`src/rsa_pkg.sv`:
```
// Shared widths and sequencer codes for the RTT statistics accumulator.
`default_nettype none
package rsa_pkg;
    localparam int SampleWidth = 24;
    localparam int CountWidth  = 24;
    localparam int FixWidth    = 32;
    localparam int SumWidth    = 64;
    localparam int FracBits    = 8;
    localparam int InBytes     = 6;
    localparam int OutBytes    = 21;

    localparam logic [23:0] CountMax = 24'hFFFFFF;
    localparam logic [23:0] SmoothDivisor = 24'd10;

    localparam int StateWidth = 4;
    localparam logic [3:0] ST_IDLE       = 4'd0;
    localparam logic [3:0] ST_DIV_MEAN   = 4'd1;
    localparam logic [3:0] ST_MEAN_UPD   = 4'd2;
    localparam logic [3:0] ST_SQUARE     = 4'd3;
    localparam logic [3:0] ST_ACCUM      = 4'd4;
    localparam logic [3:0] ST_DIV_SMOOTH = 4'd5;
    localparam logic [3:0] ST_SMOOTH_UPD = 4'd6;
    localparam logic [3:0] ST_DIV_DEV    = 4'd7;
    localparam logic [3:0] ST_SQRT       = 4'd8;
    localparam logic [3:0] ST_DONE       = 4'd9;
endpackage
`default_nettype wire

```
`src/rtt_statistics_accumulator.sv`:
```
// RTT statistics accumulator: min, max, mean, deviation and smoothed average.
// The input is ready only in the idle state, so no new sample is taken while one is
// in work; a finished sample waits in ST_DONE while an earlier result is not yet taken.
// Later samples pass through one shared bit-serial unit: a 32-step mean division, a
// 36-step division by ten, a 64-step deviation division and a 32-step square root;
// the first sample takes only the deviation division and the square root.
// Reset (asynchronous, active low) clears all statistics and the output valid flag.
`default_nettype none
module rtt_statistics_accumulator
(
    input  wire logic         clk,
    input  wire logic         rst_n,
    input  wire logic         s_tvalid,
    output logic              s_tready,
    // rtt_us [23:0], sent_count [47:24]
    input  wire logic [rsa_pkg::InBytes*8-1:0]  s_tdata,
    output logic              m_tvalid,
    input  wire logic         m_tready,
    // received_total [23:0], min_rtt [47:24], max_rtt [71:48], mean_rtt [103:72],
    // mean_dev [135:104], smoothed_rtt [167:136]
    output logic [rsa_pkg::OutBytes*8-1:0] m_tdata
);
    import rsa_pkg::*;

    logic [StateWidth-1:0] state_reg, state_next;
    logic [6:0]  cnt_reg, cnt_next;
    logic [33:0] rem_reg, rem_next;
    logic [63:0] dq_reg, dq_next;
    logic [31:0] root_reg, root_next;
    logic [23:0] div_reg, div_next;
    logic [31:0] x_reg, x_next;
    logic        neg_reg, neg_next;
    logic [31:0] e_reg, e_next;
    logic [63:0] sq_reg, sq_next;

    logic [23:0] reply_count_reg, reply_count_next;
    logic [23:0] low_mark_reg, low_mark_next;
    logic [23:0] high_mark_reg, high_mark_next;
    logic [31:0] running_mean_reg, running_mean_next;
    logic [63:0] square_dev_sum_reg, square_dev_sum_next;
    logic [31:0] smoothed_value_reg, smoothed_value_next;

    logic        out_valid_reg, out_valid_next;
    logic [OutBytes*8-1:0] out_data_reg, out_data_next;

    logic [23:0] in_rtt;
    logic [23:0] in_sent;
    logic [31:0] in_x;
    logic        first;
    logic [25:0] div_shift;
    logic [25:0] div_diff;
    logic        div_bit;
    logic [33:0] sq_shift;
    logic [33:0] sq_trial;
    logic        sq_bit;
    logic [32:0] mean_sum;
    logic [31:0] new_mean;
    logic [64:0] acc_sum;
    logic [35:0] smooth_num;
    logic [35:0] smooth_quot;

    assign in_rtt   = s_tdata[23:0];
    assign in_sent  = s_tdata[47:24];
    assign in_x     = {in_rtt, 8'd0};
    assign first    = (reply_count_reg == 24'd0);
    assign s_tready = (state_reg == ST_IDLE);
    assign m_tvalid = out_valid_reg;
    assign m_tdata  = out_data_reg;

    // One restoring division step: remainder stays below the 24-bit divisor.
    assign div_shift = {rem_reg[24:0], dq_reg[63]};
    assign div_diff  = div_shift - {2'b00, div_reg};
    assign div_bit   = (div_shift >= {2'b00, div_reg});

    // One digit-by-digit square root step, two radicand bits per cycle.
    assign sq_shift = {rem_reg[31:0], dq_reg[63:62]};
    assign sq_trial = {root_reg, 2'b01};
    assign sq_bit   = (sq_shift >= sq_trial);

    // The quotient never exceeds the distance to the sample, so no wrap occurs.
    assign mean_sum = neg_reg ? ({1'b0, running_mean_reg} - {1'b0, dq_reg[31:0]})
                              : ({1'b0, running_mean_reg} + {1'b0, dq_reg[31:0]});
    assign new_mean = mean_sum[31:0];
    assign acc_sum  = {1'b0, square_dev_sum_reg} + {1'b0, sq_reg};
    assign smooth_num = {4'd0, x_reg} + {1'b0, smoothed_value_reg, 3'd0}
                      + {4'd0, smoothed_value_reg} + 36'd5;
    assign smooth_quot = dq_reg[35:0];

    always_comb
    begin
        state_next = state_reg;
        cnt_next = cnt_reg;
        rem_next = rem_reg;
        dq_next = dq_reg;
        root_next = root_reg;
        div_next = div_reg;
        x_next = x_reg;
        neg_next = neg_reg;
        e_next = e_reg;
        sq_next = sq_reg;
        reply_count_next = reply_count_reg;
        low_mark_next = low_mark_reg;
        high_mark_next = high_mark_reg;
        running_mean_next = running_mean_reg;
        square_dev_sum_next = square_dev_sum_reg;
        smoothed_value_next = smoothed_value_reg;
        out_valid_next = out_valid_reg;
        out_data_next = out_data_reg;

        if (out_valid_reg && m_tready)
        begin
            out_valid_next = 1'b0;
        end

        unique case (state_reg)
            ST_IDLE:
            begin
                if (s_tvalid)
                begin
                    x_next = in_x;
                    div_next = (in_sent == 24'd0) ? 24'd1 : in_sent;
                    rem_next = '0;
                    if (reply_count_reg != CountMax)
                    begin
                        reply_count_next = reply_count_reg + 24'd1;
                    end
                    if (first)
                    begin
                        running_mean_next = in_x;
                        smoothed_value_next = in_x;
                        low_mark_next = in_rtt;
                        high_mark_next = in_rtt;
                        dq_next = square_dev_sum_reg;
                        cnt_next = 7'd63;
                        state_next = ST_DIV_DEV;
                    end
                    else
                    begin
                        if (in_rtt < low_mark_reg)
                        begin
                            low_mark_next = in_rtt;
                        end
                        if (in_rtt > high_mark_reg)
                        begin
                            high_mark_next = in_rtt;
                        end
                        neg_next = (in_x < running_mean_reg);
                        dq_next = (in_x < running_mean_reg)
                                ? {running_mean_reg - in_x, 32'd0}
                                : {in_x - running_mean_reg, 32'd0};
                        cnt_next = 7'd31;
                        state_next = ST_DIV_MEAN;
                    end
                end
            end
            ST_DIV_MEAN, ST_DIV_SMOOTH, ST_DIV_DEV:
            begin
                rem_next = {8'd0, div_bit ? div_diff : div_shift};
                dq_next = {dq_reg[62:0], div_bit};
                cnt_next = cnt_reg - 7'd1;
                if (cnt_reg == 7'd0)
                begin
                    if (state_reg == ST_DIV_MEAN)
                    begin
                        state_next = ST_MEAN_UPD;
                    end
                    else if (state_reg == ST_DIV_SMOOTH)
                    begin
                        state_next = ST_SMOOTH_UPD;
                    end
                    else
                    begin
                        rem_next = '0;
                        root_next = '0;
                        cnt_next = 7'd31;
                        state_next = ST_SQRT;
                    end
                end
            end
            ST_MEAN_UPD:
            begin
                running_mean_next = new_mean;
                e_next = (x_reg >= new_mean) ? (x_reg - new_mean) : (new_mean - x_reg);
                state_next = ST_SQUARE;
            end
            ST_SQUARE:
            begin
                sq_next = 64'(e_reg) * 64'(e_reg);
                state_next = ST_ACCUM;
            end
            ST_ACCUM:
            begin
                square_dev_sum_next = acc_sum[64] ? '1 : acc_sum[63:0];
                dq_next = {smooth_num, 28'd0};
                rem_next = '0;
                neg_next = 1'b0;
                cnt_next = 7'd35;
                state_next = ST_DIV_SMOOTH;
            end
            ST_SMOOTH_UPD:
            begin
                smoothed_value_next = (smooth_quot[35:32] != 4'd0) ? '1 : smooth_quot[31:0];
                dq_next = square_dev_sum_reg;
                rem_next = '0;
                cnt_next = 7'd63;
                state_next = ST_DIV_DEV;
            end
            ST_SQRT:
            begin
                rem_next = sq_bit ? (sq_shift - sq_trial) : sq_shift;
                root_next = {root_reg[30:0], sq_bit};
                dq_next = {dq_reg[61:0], 2'b00};
                cnt_next = cnt_reg - 7'd1;
                if (cnt_reg == 7'd0)
                begin
                    state_next = ST_DONE;
                end
            end
            ST_DONE:
            begin
                if (!out_valid_reg || m_tready)
                begin
                    out_valid_next = 1'b1;
                    out_data_next = {smoothed_value_reg, root_reg, running_mean_reg,
                                     high_mark_reg, low_mark_reg, reply_count_reg};
                    state_next = ST_IDLE;
                end
            end
            default:
            begin
                state_next = ST_IDLE;
            end
        endcase
        // The divisor for smoothing is the constant ten.
        if (state_reg == ST_ACCUM)
        begin
            div_next = SmoothDivisor;
        end
    end

    // The sent count is needed again after the smoothing division.
    logic [23:0] n_reg, n_next;
    always_comb
    begin
        n_next = n_reg;
        if (state_reg == ST_IDLE && s_tvalid)
        begin
            n_next = (in_sent == 24'd0) ? 24'd1 : in_sent;
        end
    end

    logic [23:0] div_final;
    assign div_final = (state_reg == ST_SMOOTH_UPD) ? n_reg : div_next;

    always_ff @(posedge clk or negedge rst_n)
    begin
        if (!rst_n)
        begin
            state_reg <= ST_IDLE;
            reply_count_reg <= '0;
            low_mark_reg <= '0;
            high_mark_reg <= '0;
            running_mean_reg <= '0;
            square_dev_sum_reg <= '0;
            smoothed_value_reg <= '0;
            out_valid_reg <= 1'b0;
        end
        else
        begin
            state_reg <= state_next;
            reply_count_reg <= reply_count_next;
            low_mark_reg <= low_mark_next;
            high_mark_reg <= high_mark_next;
            running_mean_reg <= running_mean_next;
            square_dev_sum_reg <= square_dev_sum_next;
            smoothed_value_reg <= smoothed_value_next;
            out_valid_reg <= out_valid_next;
        end
    end

    always_ff @(posedge clk)
    begin
        cnt_reg <= cnt_next;
        rem_reg <= rem_next;
        dq_reg <= dq_next;
        root_reg <= root_next;
        div_reg <= div_final;
        n_reg <= n_next;
        x_reg <= x_next;
        neg_reg <= neg_next;
        e_reg <= e_next;
        sq_reg <= sq_next;
        out_data_reg <= out_data_next;
    end

`ifndef ASSERT_OFF
    a_busy_after_accept: assert property (@(posedge clk) disable iff (!rst_n)
        (s_tvalid && s_tready) |=> !s_tready)
        else $error("input taken while a sample is in work");
    a_min_le_max: assert property (@(posedge clk) disable iff (!rst_n)
        low_mark_reg <= high_mark_reg)
        else $error("minimum above maximum");
    a_mean_low: assert property (@(posedge clk) disable iff (!rst_n)
        running_mean_reg >= {low_mark_reg, 8'd0})
        else $error("mean below smallest sample");
    a_mean_high: assert property (@(posedge clk) disable iff (!rst_n)
        running_mean_reg <= {high_mark_reg, 8'd0})
        else $error("mean above largest sample");
`endif
endmodule
`default_nettype wire

```
`config.mk`:
```
export PLATFORM = sky130hd
export DESIGN_NAME = rtt_statistics_accumulator
export DESIGN_NICKNAME = d
export VERILOG_FILES = /design/src/rsa_pkg.sv /design/src/rtt_statistics_accumulator.sv
export SDC_FILE = /design/constraint.sdc
export NUM_CORES = 2
export LEC_CHECK = 0
export ABC_AREA = 1
export BUFFER_PORTS_ARGS = -buffer_cell sky130_fd_sc_hd__buf_2
export CAP_MARGIN = 10
export CORE_ASPECT_RATIO = 0.5
export CORE_MARGIN = 4
export CORE_UTILIZATION = 30
export DETAILED_ROUTE_END_ITERATION = 10
export HOLD_SLACK_MARGIN = 0.05
export MAX_ROUTING_LAYER = met4
export PLACE_DENSITY = 0.45
export SLEW_MARGIN = 20
export SYNTH_ARGS = -nofsm -noshare
export SYNTH_HDL_FRONTEND = slang
export SYNTH_SLANG_ARGS = --single-unit
```
`constraint.sdc`:
```
create_clock -name clk -period 24.4 [get_ports clk]
set_clock_uncertainty 0.05 [all_clocks]
set_input_delay 4.88 -clock clk [delete_from_list [all_inputs] [get_ports clk]]
set_output_delay 4.88 -clock clk [all_outputs]
set_load 0.005 [all_outputs]
```
* Word level (Yosys, flattened, before mapping)
Cells that the tools add are included.
Word-level totals: register bits 677, latch bits 0, bits in writable memories 0, bits in read-only memories 0, logic and storage cells 144, memories 0
Cells by class: add/sub/neg operators 14, $mul 1, divide/modulo/power cells 0, $lt $le $gt $ge 6, equal/unequal tests 18, shift-type cells 0, muxes and demuxes 52, bitwise logic cells 0, reduce and logical (&&, ||, !) cells 34
Operator list (count):
- 32-bit 2-to-1 mux | 10
- 64-bit one-hot mux with 5 select lines | 1
- 64-bit 2-to-1 mux | 4
- 24-bit 2-to-1 mux | 9
- 32-bit one-hot mux with 2 select lines | 3
- 32-bit subtractor | 6
- 32-bit one-hot mux with 4 select lines | 1
- 26-bit 2-to-1 mux | 4
- 64-bit by 64-bit adder with 65-bit output | 1
- 32-bit by 32-bit multiplier with 64-bit output | 1
- 24-bit zero test | 2
- 32-bit by 35-bit adder with 36-bit output | 1
- 36-bit by 3-bit adder with 36-bit output, second input constant | 1
- 36-bit by 32-bit adder with 36-bit output | 1
- 7-bit one-hot mux with 5 select lines | 1
- 34-bit greater-or-equal comparator | 1
- 32-bit adder | 1
- 32-bit greater-or-equal comparator | 1
- 32-bit less-than comparator | 1
- 4-bit one-hot mux with 8 select lines | 1
- 7-bit 2-to-1 mux | 4
- 26-bit by 24-bit greater-or-equal comparator with 1-bit output | 1
- 26-bit by 24-bit subtractor with 26-bit output | 1
- 24-bit by 1-bit adder with 24-bit output, second input constant | 1
- 28 further kinds | 67

* Depth between registers and ports, before layout
depth in word-level cells 6, mapped depth 36, gate-level depth less buffers 35

* Least setup slack after synthesis
Ideal clock, no wire load.
path kind input -> register, start input port m_tready, end register out_data_reg[0] (netlist: m_tdata[0]), enable pin, arrival 11862 ps, path slack 11790 ps, cell stages on the path 2, buffers on the path 0, cell sequence nor2_1 > nor2_1
Between the ends: longest elaborated chain between the ends 2
Ends and longest elaborated chain:
- from (decl) | RTL line rtt_statistics_accumulator.sv:18 | input wire logic m_tready,
- 1-bit logical OR | RTL line rtt_statistics_accumulator.sv:221 | if (!out_valid_reg || m_tready)
- 2-bit AND reduction (no line)
- to (signal assigned) | RTL line rtt_statistics_accumulator.sv:293 | out_data_reg <= out_data_next;
- to (decl) | RTL line rtt_statistics_accumulator.sv:44 | logic [OutBytes*8-1:0] out_data_reg, out_data_next;
No other way between the ends. A chain may end at the register's enable or synchronous reset.

* Worst setup path after layout
start register e_reg[18], end register sq_reg[33] (data pin)
Between the ends: longest elaborated chain between the ends 1
Ends and longest elaborated chain:
- from (decl) | RTL line rtt_statistics_accumulator.sv:33 | logic [31:0] e_reg, e_next;
- from (signal assigned) | RTL line rtt_statistics_accumulator.sv:291 | e_reg <= e_next;
- 32-bit by 32-bit multiplier with 64-bit output | RTL line rtt_statistics_accumulator.sv:188 | sq_next = 64'(e_reg) * 64'(e_reg);
- to (signal assigned) | RTL line rtt_statistics_accumulator.sv:292 | sq_reg <= sq_next;
- to (decl) | RTL line rtt_statistics_accumulator.sv:34 | logic [63:0] sq_reg, sq_next;
No other way between the ends.

==> summary.md <==
| Metric | Value |
|---|---|
| Reg-to-Reg End | `sq_reg[33]` |
| Final core occ | `33.1%` |
| Max incr delay on CP | `0.57 ns` |
| Fill count | `28000` |
| Sequential area share after synthesis | `24.5%` |
| Initial core utilization | `30.2%` |
| Count of final hold-check violations | `0` |
| Setup Buffers After CTS | `0` |
| Setup violations, final | `0` |
| Layout Nets | `11500` |
| Critical path depth | `25` |
| Largest family of logic cells by synthesized area | `adder cells` |
| CP delay by family, top | `adder cells` |
| WP data arrival | `8.45 ns` |
| Post-DR wirelength/cell | `21.8 µm` |
| Worst path bufs/invs | `8` |
| Post-synthesis instance total | `9932` |
| Most common cell on crit path | `fa_1` |
| Worst setup path endpoint | `sq_reg[33]` |
| Pre-antenna DRT Iters | `6` |
| DRT iter0 DRCs | `5289` |
| Hpwl dp | `240 mm` |
| Worst slew pin tran | `1.12 ns` |
| Final hold slack | `0.401 ns` |
| Number of max-cap violations | `0` |
| Compound-gate portion of the synthesized area | `10.2%` |
| Status | `finished, final reports clean` |
| Number of global-route vias before repair | `67500` |
| Reg2Reg Depth | `25` |
| IO buf count | `221` |
| Post-Syn Area | `78500 µm²` |
| Die height | `370 µm` |
| Kind of critical path | `reg2reg` |
| Antenna-violating nets left | `0` |
| Initial antenna violation count | `18` |
| RSZ-0062 raised after global routing | `no` |
| Crit-path max FO | `34` |
| Core area | `260000 µm²` |
| Reg-to-reg setup timing slack | `16.34 ns` |
| Slew Viols, Final | `0` |
| Tmin final | `8.06 ns` |
| DIE WIDTH | `731 µm` |
| EDFF count, synth | `471` |
| Clock transition at the registers of the reported paths | `0.06 ns` |
| Startpoint Class | `flop` |
| # rows | `132` |
| Routability Congestion | `0.977` |
| Crit path from | `e_reg[18]` |
| Vias post-DR | `65900` |
| Highest Clock Rate | `124 MHz` |
| I/O pins | `222` |
| First-pass GRT wire length | `441 mm` |
| Share of cells above drive strength 1 | `4.87%` |
| Synth warnings | `0` |
| TritonCTS buffer count | `80` |
| CTS H-Tree Depth | `3` |
| Max clock buf depth | `3` |
| Post-Route WL | `296 mm` |
| Drt via density | `4.86` |
| Max reg flops | `168` |
| Largest net degree at the start of global routing | `86` |
| Die area | `270000 µm²` |
| Synth Flop Type | `edfxtp_1` |
| Cts repair resizes | `0` |
| Setup TNS | `0 ns` |
| Synth Area in XOR/XNOR | `3.47%` |
| Slowest cell on crit path | `fa_1` |
| Final Cycle Share | `33.0%` |
| Total global-route track usage | `22.2%` |
| Remaining DRCs | `0` |
| Yosys reg bits | `676` |
| Worst-skew pair later-pin latency | `0.73 ns` |
| Req. time, crit path | `24.79 ns` |
| Post-synthesis adder-cell area fraction | `31.0%` |
| HP Class | `reg2reg` |
| Net count after synthesis | `11400` |
| CTS tree | `done` |
| Post-Syn Area per Cell | `7.90 µm²` |
| CP endpoint kind | `flop` |
| Area delta synth->final | `9.59%` |
| Root Buffer | `clkbuf_16` |
| GRT overflow | `0` |
| Simple-gate share of the synthesized area | `18.9%` |
| Worst slew margin | `24.4%` |
| Count of unique library cells instantiated by Yosys | `58` |
| Async SR Flop Fraction | `30.3%` |
| CTS Hold Bufs | `0` |
| Mux cell area share after synthesis | `0%` |
| Reg2reg start | `e_reg[18]` |
| CTS sink cnt | `676` |
-- stage by stage --
| step | cell area (µm²) | cells | setup WS (ns) |
|---|---|---|---|
| floorplan | 78500 | 9932 | 11.79 |
| global placement | 83300 | 13400 | 16.19 |
| detailed placement | 83400 | 13400 | 16.14 |
| CTS | 86000 | 13600 | 16.31 |
| global route | 86000 | 13600 | 15.89 |
| finish | 86000 | 13600 | 16.34 |
-- logic make-up after synthesis --
kind of cell	count (synthesis)
adder cells (fa/ha/maj)	1454
XOR/XNOR	311
flip-flops	676
AO/OA/AOI/OAI	1414
AND/OR/NAND/NOR	3633
buffers and inverters	2444
-- cells in the mapped netlist, types with 10 or more instances --
| cell | count | area [µm²] |
|---|---|---|
| buf_1 | 22 | 82.6 |
| o221ai_1 | 30 | 263 |
| nand3_1 | 414 | 2070 |
| nor2_1 | 799 | 3000 |
| a21oi_1 | 542 | 2710 |
| nand4_1 | 74 | 463 |
| xnor2_1 | 96 | 841 |
| fa_1 | 821 | 16400 |
| inv_2 | 16 | 60.1 |
| o21ai_0 | 486 | 2430 |
| nor3_1 | 90 | 450 |
| dfrtp_1 | 205 | 5130 |
| a21boi_0 | 20 | 150 |
| buf_4 | 12 | 90.1 |
| nand2_1 | 2131 | 8000 |
| xor2_1 | 215 | 1880 |
| inv_1 | 2147 | 8060 |
| edfxtp_1 | 471 | 14100 |
| buf_2 | 49 | 245 |
| a21o_1 | 42 | 315 |
| or2_2 | 18 | 113 |
| nor4_1 | 32 | 200 |
| ha_1 | 633 | 7920 |
| o21bai_1 | 62 | 465 |
| o21a_1 | 25 | 188 |
| a221oi_1 | 12 | 105 |
| clkbuf_1 | 187 | 702 |
| o211ai_1 | 26 | 195 |
| a31oi_1 | 62 | 388 |
| o22ai_1 | 22 | 138 |
| a22oi_1 | 19 | 143 |
| nand3b_1 | 38 | 285 |
| o21ai_1 | 19 | 95.1 |
| a211oi_1 | 10 | 75.1 |
-- layout make-up --
cell class | count | area, µm² | area share [%]
antenna | 5 | 12.5 | 0.0145
clock buffer | 98 | 2120 | 2.46
clock inverter | 52 | 539 | 0.627
inverter | 2164 | 8120 | 9.44
multi-input combinational | 6812 | 50000 | 58.1
sequential | 676 | 19300 | 22.4
tap | 3484 | 4360 | 5.07
timing repair buffer | 286 | 1620 | 1.89
-- cells in the final DEF (no fill, tap or decap), types with 89 or more instances in the layout --
master,synthesis,routed
a21oi_1,542,541
buf_2,49,220
dfrtp_1,205,205
edfxtp_1,471,471
fa_1,821,821
ha_1,633,633
inv_1,2147,2144
nand2_1,2131,2128
nand3_1,414,414
nor2_1,799,798
nor3_1,90,89
o21ai_0,486,486
xnor2_1,96,96
xor2_1,215,215
-- routing by layer --
metal / vias to the layer above / GRT usage [%] / routed length [µm]
met1: 32500 / 31.2 / 142000
li1: 31400 / - / -
met4: 0 / 4.95 / 7450
met3: 303 / 2.39 / 15500
met2: 1690 / 34.7 / 131000
met5: - / - / 0
-- worst min-delay path by stage --
stage                        start           end  slack, ns  cells past startpoint
2_1_floorplan  reply_count_reg[23]   m_tdata[23]       0.37                      0
3_3_place_gp           root_reg[1]  m_tdata[105]       0.38                      0
3_5_place_dp           root_reg[1]  m_tdata[105]       0.38                      0
4_1_cts                root_reg[6]  m_tdata[110]       0.40                      0
5_1_grt                root_reg[2]  m_tdata[106]       0.42                      0
6_report               root_reg[6]  m_tdata[110]       0.40                      0
Power is not shown: default switching activity piles up to over one toggle a cycle in this logic, so the estimate is an artifact.
